--- src/rbpa_pkg.sv ---
// Shared constants, codes and inter-module control structs of the block pool allocator.
// Depends on nothing; every other file refers to it by scoped names.
package rbpa_pkg;

	localparam int MAX_SERVERS = 16;
	localparam int POOL_DEPTH  = 4096;

	localparam int ADDR_W      = 64;
	localparam int KIND_W      = 2;
	localparam int STATUS_W    = 3;
	localparam int CFG_IDX_W   = 3;
	localparam int CFG_DATA_W  = 64;
	localparam int CNT_FIELD_W = 5;
	localparam int OWN_W       = 4;
	localparam int SHIFT_W     = 5;
	localparam int BPS_W       = 13;

	localparam int SRV_W   = (MAX_SERVERS > 1) ? $clog2(MAX_SERVERS) : 1;
	localparam int SCNT_W  = $clog2(MAX_SERVERS + 1);
	localparam int IDX_W   = $clog2(POOL_DEPTH);
	localparam int FILL_W  = $clog2(POOL_DEPTH + 1);
	localparam int ROUND_W = $clog2(POOL_DEPTH * MAX_SERVERS + 1);
	localparam int PROD_W  = FILL_W + SCNT_W;
	localparam int LIM_W   = ROUND_W + 1 + CNT_FIELD_W;
	localparam int STEP_W  = $clog2(ROUND_W + 1);

	// reset values of the configuration registers
	localparam logic [CNT_FIELD_W-1:0] RST_SERVER_COUNT  = CNT_FIELD_W'(1);
	localparam logic [CNT_FIELD_W-1:0] RST_REPLICA_COUNT = CNT_FIELD_W'(1);
	localparam logic [OWN_W-1:0]       RST_OWN_ID        = '0;
	localparam logic [ADDR_W-1:0]      RST_KV_BASE       = '0;
	localparam logic [SHIFT_W-1:0]     RST_BLOCK_SHIFT   = SHIFT_W'(20);
	localparam logic [BPS_W-1:0]       RST_BPS           = '0;

	typedef enum logic [KIND_W-1:0] {
		KIND_PLAN  = 2'd0,
		KIND_ALLOC = 2'd1,
		KIND_FREE  = 2'd2
	} kind_t;

	typedef enum logic [STATUS_W-1:0] {
		ST_OK        = 3'd0,
		ST_EMPTY     = 3'd1,
		ST_REJECT    = 3'd2,
		ST_DONE      = 3'd3,
		ST_EXHAUSTED = 3'd4
	} status_t;

	typedef enum logic [CFG_IDX_W-1:0] {
		REG_SERVER_COUNT  = 3'd0,
		REG_REPLICA_COUNT = 3'd1,
		REG_OWN_ID        = 3'd2,
		REG_KV_BASE       = 3'd3,
		REG_BLOCK_SHIFT   = 3'd4,
		REG_BPS           = 3'd5
	} cfg_reg_t;

	typedef struct packed {
		logic               start;
		logic [ROUND_W-1:0] dividend;
		logic [SCNT_W-1:0]  divisor;
	} mod_req_t;

	typedef struct packed {
		logic             done;
		logic [SRV_W-1:0] rem;
	} mod_rsp_t;

	typedef struct packed {
		logic             push;
		logic [IDX_W-1:0] push_idx;
		logic             pop;
	} fifo_ctl_t;

	typedef struct packed {
		logic empty;
		logic full;
	} fifo_stat_t;

	typedef struct packed {
		logic             rd;
		logic             we;
		logic             wbit;
		logic [IDX_W-1:0] addr;
	} mark_req_t;

endpackage

--- src/rbpa_mod_unit.sv ---
// Bit-serial remainder unit: round counter modulo the server count, one bit per cycle.
// Depends on rbpa_pkg.
module rbpa_mod_unit (
	input  logic                clk,
	input  logic                arst_n,
	input  rbpa_pkg::mod_req_t  req,
	output rbpa_pkg::mod_rsp_t  rsp
);

	logic                                busy_q;
	logic                                done_q;
	logic [rbpa_pkg::STEP_W-1:0]         cnt_q;
	logic [rbpa_pkg::ROUND_W-1:0]        dvd_q;
	logic [rbpa_pkg::SCNT_W-1:0]         div_q;
	logic [rbpa_pkg::SCNT_W-1:0]         rem_q;
	logic [rbpa_pkg::SCNT_W:0]           trial;
	logic [rbpa_pkg::SCNT_W:0]           diff;

	assign trial = {rem_q, dvd_q[rbpa_pkg::ROUND_W-1]};
	assign diff  = trial - {1'b0, div_q};

	always_ff @(posedge clk or negedge arst_n) begin
		if (!arst_n) begin
			busy_q <= 1'b0;
			done_q <= 1'b0;
			cnt_q  <= '0;
			dvd_q  <= '0;
			div_q  <= '0;
			rem_q  <= '0;
		end else begin
			done_q <= 1'b0;
			if (req.start) begin
				busy_q <= 1'b1;
				cnt_q  <= rbpa_pkg::STEP_W'(rbpa_pkg::ROUND_W);
				dvd_q  <= req.dividend;
				div_q  <= req.divisor;
				rem_q  <= '0;
			end else if (busy_q) begin
				// restoring step: subtract when the trial remainder reaches the divisor
				if (trial >= {1'b0, div_q}) begin
					rem_q <= diff[rbpa_pkg::SCNT_W-1:0];
				end else begin
					rem_q <= trial[rbpa_pkg::SCNT_W-1:0];
				end
				dvd_q <= {dvd_q[rbpa_pkg::ROUND_W-2:0], 1'b0};
				cnt_q <= cnt_q - rbpa_pkg::STEP_W'(1);
				if (cnt_q == rbpa_pkg::STEP_W'(1)) begin
					busy_q <= 1'b0;
					done_q <= 1'b1;
				end
			end
		end
	end

	assign rsp.done = done_q;
	assign rsp.rem  = rem_q[rbpa_pkg::SRV_W-1:0];

endmodule

--- config.mk ---
export PLATFORM = sky130hd
export DESIGN_NAME = rbpa_mod_unit
export DESIGN_NICKNAME = d
export VERILOG_FILES = /design/src/rbpa_pkg.sv /design/src/rbpa_mod_unit.sv
export SDC_FILE = /design/constraint.sdc
export NUM_CORES = 1
export LEC_CHECK = 0
export ABC_AREA = 1
export BUFFER_PORTS_ARGS = -buffer_cell sky130_fd_sc_hd__buf_2
export CAP_MARGIN = 20
export CELL_PAD_IN_SITES_DETAIL_PLACEMENT = 1
export CELL_PAD_IN_SITES_GLOBAL_PLACEMENT = 2
export CORE_MARGIN = 2
export CORE_UTILIZATION = 35
export CTS_BUF_LIST = sky130_fd_sc_hd__clkbuf_4
export DETAILED_ROUTE_END_ITERATION = 16
export PLACE_DENSITY_LB_ADDON = 0.3
export SLEW_MARGIN = 20
export SYNTH_ARGS = -nofsm -noshare
export SYNTH_HDL_FRONTEND = slang
export SYNTH_SLANG_ARGS = --single-unit
--- constraint.sdc ---
create_clock -name clk -period 1.9 [get_ports clk]
set_clock_uncertainty 0.15 [all_clocks]
set_input_delay 0.38 -clock clk [delete_from_list [all_inputs] [get_ports clk]]
set_output_delay 0.38 -clock clk [all_outputs]
set_load 0.02 [all_outputs]
# --- After elaboration in Yosys (flattened, before gate mapping) ---
# Index checks and enable logic that the tools add are counted.
classes:
  n_mux: 13
  n_lt_le_gt_ge: 1
  n_eq_ne: 1
  n_addsub: 2
  reduce_logical: 1
op_table:
  columns: ["cell", "n"]
  rows:
  - ["$mux 17", 2]
  - ["$mux 5", 5]
  - ["$ge 6x5->1", 1]
  - ["$mux 1", 6]
  - ["$eq 5x1->1 const B", 1]
  - ["$sub 5x1->5 const B", 1]
  - ["$sub 5x5->5", 1]
  - ["$reduce_bool 2->1", 1]
word_totals:
  output_inout_bits: 5
  wordCells: 24
  register_bits: 34
  in_bits: 25

# --- Depth between registers and ports, before layout ---
logic_depth:
  depth_word: 4
  mapped_depth: 11
  depth_no_buf: 11

# --- Worst setup path after synthesis ---
# No wires, ideal clock.
synth_timing:
  path_kind: "register to register"
  start: "register dvd_q[16] (netlist name)"
  end: "register rem_q[3] (netlist name)"
  t_arrival_ns: 1.430
  slack_ns: 0.199
  path_stages_with_launch: 10
  period_less_slack_ns: 1.701
  setup_ns: 0.121
  path_cell_list: "dfrtp_1 inv_1 ha_1 fa_1 nand2_1 inv_1 nor2_2 nor2_2 nor2_1 o21ai_1"
synth_between:
  elab_chain_len: 4
synth_rtl:
  columns: ["item", "line", "text"]
  rows:
  - ["start: declaration", "rbpa_mod_unit.sv:13", "logic [rbpa_pkg::ROUND_W-1:0] dvd_q;"]
  - ["start signal: assignment", "rbpa_mod_unit.sv:35", "dvd_q <= req.dividend;"]
  - ["start signal: assignment", "rbpa_mod_unit.sv:45", "dvd_q <= {dvd_q[rbpa_pkg::ROUND_W-2:0], 1'b0};"]
  - ["$sub 5x5->5 / $ge 6x5->1 (equally long branches)", "rbpa_mod_unit.sv:20, rbpa_mod_unit.sv:40", null]
  - ["$mux 5 *", "rbpa_mod_unit.sv:40", "if (trial >= {1'b0, div_q}) begin"]
  - ["$mux 5 *", "rbpa_mod_unit.sv:38", "end else if (busy_q) begin"]
  - ["$mux 5 *", "rbpa_mod_unit.sv:32", "if (req.start) begin"]
  - ["end signal: assignment", "rbpa_mod_unit.sv:41", "rem_q <= diff[rbpa_pkg::SCNT_W-1:0];"]
  - ["end signal: assignment", "rbpa_mod_unit.sv:43", "rem_q <= trial[rbpa_pkg::SCNT_W-1:0];"]
  - ["end: declaration", "rbpa_mod_unit.sv:15", "logic [rbpa_pkg::SCNT_W-1:0] rem_q;"]
# Every way passes the cells marked *; elsewhere a longest branch is shown, timed or not. The select of a mux whose other input is x is not followed.
# A chain may end at the register's enable or synchronous reset.

# --- Worst setup path in the final report ---
layout_timing:
  start: "register dvd_q[16] (netlist name)"
  end: "register rem_q[1] (netlist name)"
# Same word-level chain as after synthesis.

==> out/metrics.cfg <==
[yosys]
synth_ff_type = dfrtp_1
synth_edf_count = 0
synthTopCellsByArea = dfrtp_1 46%, nand2_1 12%, o221ai_2 7.2%, inv_1 6.8%, ha_1 4.7%
ys_seq_area_frac = 0.456
syn-instance-count = 211
syn_nets = 244
synth_top_area_frac = 0.456
async_flop_share = 1.00
synth_seq_cells = 34
ys_warn_count = 0
synth.cell_area_sq_mm = 0.00187
synth.largest_area_cell = dfrtp_1
avgSynthCellArea_sq_um = 8.84
synth_cell_type_count = 29

[clocking]
clkTransAtPathRegs_ns = 0.10
postCtsSetupBuffers = 0
cts_root_buf = clkbuf_4
clk_latency_ns = 0.33
cts_sinks = 34
cts_tree = yes
cts_buffers = 5
clock_tree.buffer_depth = 2
htree_levels = 2

[setup_path]
worst_ep_required_time_ns = 1.97
critPathMaxStageDelay_ns = 0.37
critical_path_class = reg2reg
crit_path_start_kind = flip-flop
critical_path.cell_chain = inv_1 -> ha_1 -> fa_2 -> nand2_1 -> nand3_1 -> nand2_1 -> nand2_1 -> nand3_1 -> nand2_1
r2r_slack_ns = 0.15
slowest_stage = fa_2
critPathMostFrequentCell = nand2_1
arrival_ns = 1.83
endpoint_kind = flip-flop
path_max_fanout = 4

[sta]
hold_viol_final = 0
tns_ns = 0
timing.final.crit_period_ns = 1.75
final.period_utilization = 0.923
max_freq_ghz = 0.570
rsz0062_at_grt = true
setup_ws_ns = 0.146
slew_headroom = 0.699
setup_viol = 0
worst_slew_pin_slew_ns = 0.452
slew_violations = 0

[job]
maxCapViolations = 0

[floorplanning]
dieArea_sq_mm = 0.00593
die_y_um = 77.0
fp.dieW_um = 77.0
fp.coreArea_sq_mm = 0.00514
num_rows = 26
start_util = 0.363
pin_count = 30

[cells_and_area]
post-route-util = 0.413
drive_gt1_frac = 0.283
diodes = 0
num-nets-final = 276
layout_common_cells = 59 x nand2_1, 34 x inv_1, 34 x dfrtp_1
areaGrowthSynthToFinish_pct = 13.8
mostFrequentLayoutCell = nand2_1

[route]
drc = 0
first_pass_iters = 4
viasPerCell = 4.63
wl_mm = 3.79
routedWlPerCell_um = 12.1
routed-via-count = 1454
drt_iter0_markers = 16
ant_nets = 0

[power_and_ir_drop]
leakagePower_nw = 1.11
ir_drop_v = 0.000423
power.density_mw_per_mm2 = 1040

[min_path]
hold_class = in2reg

[placed_design]
place_ws_ns = 0.0941
io_buffers = 29
place.gp.congestion = 0.718
dp_hpwl_mm = 2.92

[status]
status = finished clean

[grt]
overflow = 0
grt.total_usage = 0.144
grt_pass1_wl_mm = 6.89
first_global_vias = 1539
grt_start_max_net_pins = 35
antenna_found_initial = 0

## flip-flops by register name (all words and copies together) (netlist names)
| signal | count |
|---|---|
| cnt_q | 5 |
| dvd_q | 17 |
| div_q | 5 |
| done_q | 1 |
| rem_q | 5 |
| busy_q | 1 |
## critical path: cells and delay by family, from the launching register on
family                   cells  cell delay (ns)
adder cells (fa/ha/maj)      2             0.60
flip-flops                   1             0.33
buffers and inverters        1             0.07
AND/OR/NAND/NOR              6             0.51
## layout make-up
type                            count  area, sq um
Fill cell                         662         3020
Sequential cell                    34          851
Multi-Input combinational cell    126          782
Timing Repair Buffer               35          193
Inverter                           41          156
Tap cell                           70         87.6
Clock buffer                        6         45.0
Clock inverter                      2         8.76
## cell families (layout without fill, tap and decap cells)
group                    count (synthesis)  in the layout  share of synthesized area
XOR/XNOR                                 1              1                    0.00470
AND/OR/NAND/NOR                         86             86                      0.201
flip-flops                              34             34                      0.456
buffers and inverters                   51             84                      0.126
AO/OA/AOI/OAI                           31             31                      0.155
adder cells (fa/ha/maj)                  8              8                     0.0577
## report_power, final
group	internal [mW]	switching, mW	total, mW	leakage [nW]
registers	0.843	0.0792	0.922	0.417
clock network	0.153	0.238	0.391	0.0331
logic	0.341	0.545	0.885	0.661
## per-stage QoR
| step | total power [mW] | hold slack [ns] | area [sq um] | instances |
|---|---|---|---|---|
| floorplan | 1.63 | -0.0656 | 1870 | 211 |
| global placement | 1.83 | 0.297 | 2060 | 305 |
| detailed placement | 1.84 | 0.299 | 2060 | 305 |
| CTS | 2.25 | 0.0812 | 2120 | 314 |
| global route | 2.41 | 0.0871 | 2120 | 314 |
| finish | 2.20 | 0.0975 | 2120 | 314 |
## routing by layer
| metal | share of wire | global-route usage |
|---|---|---|
| met4 | 0.013 | 0.0375 |
| met1 | 0.45 | 0.178 |
| met5 | 0 | 0 |
| met3 | 0.036 | 0.0353 |
| met2 | 0.50 | 0.252 |
## path summary, 6_finish.rpt
check                           from       end  depth (start not counted)
max in group asynchronous     arst_n  cnt_q[3]                          3
max reg2reg                dvd_q[16]  rem_q[1]                          9
min                           req[5]  dvd_q[0]                          3
min in group asynchronous     arst_n  div_q[1]                          3
max                        dvd_q[16]  rem_q[1]                          9
min reg2reg                 cnt_q[4]  cnt_q[4]                          1
## what timing repair did
| action | 4_1_cts | 5_1_grt |
|---|---|---|
| hold buffers | 1 | 0 |
| endpoints found under the setup margin | 0 | 5 |
| endpoints found under the hold margin | 34 | 0 |
| resized for setup | 0 | 1 |
## cells in the mapped netlist, types with 2 or more instances
cell type,instances
nor2_1,7
buf_2,3
nand3_1,10
o221ai_1,7
nor2_2,4
nand2_2,2
buf_4,5
dfrtp_1,34
nand2_1,59
inv_1,34
a21oi_1,4
o21ai_0,6
o21ai_1,2
inv_2,5
o221ai_2,9
ha_1,7
Note: power is estimated with default switching activity, not from simulation.
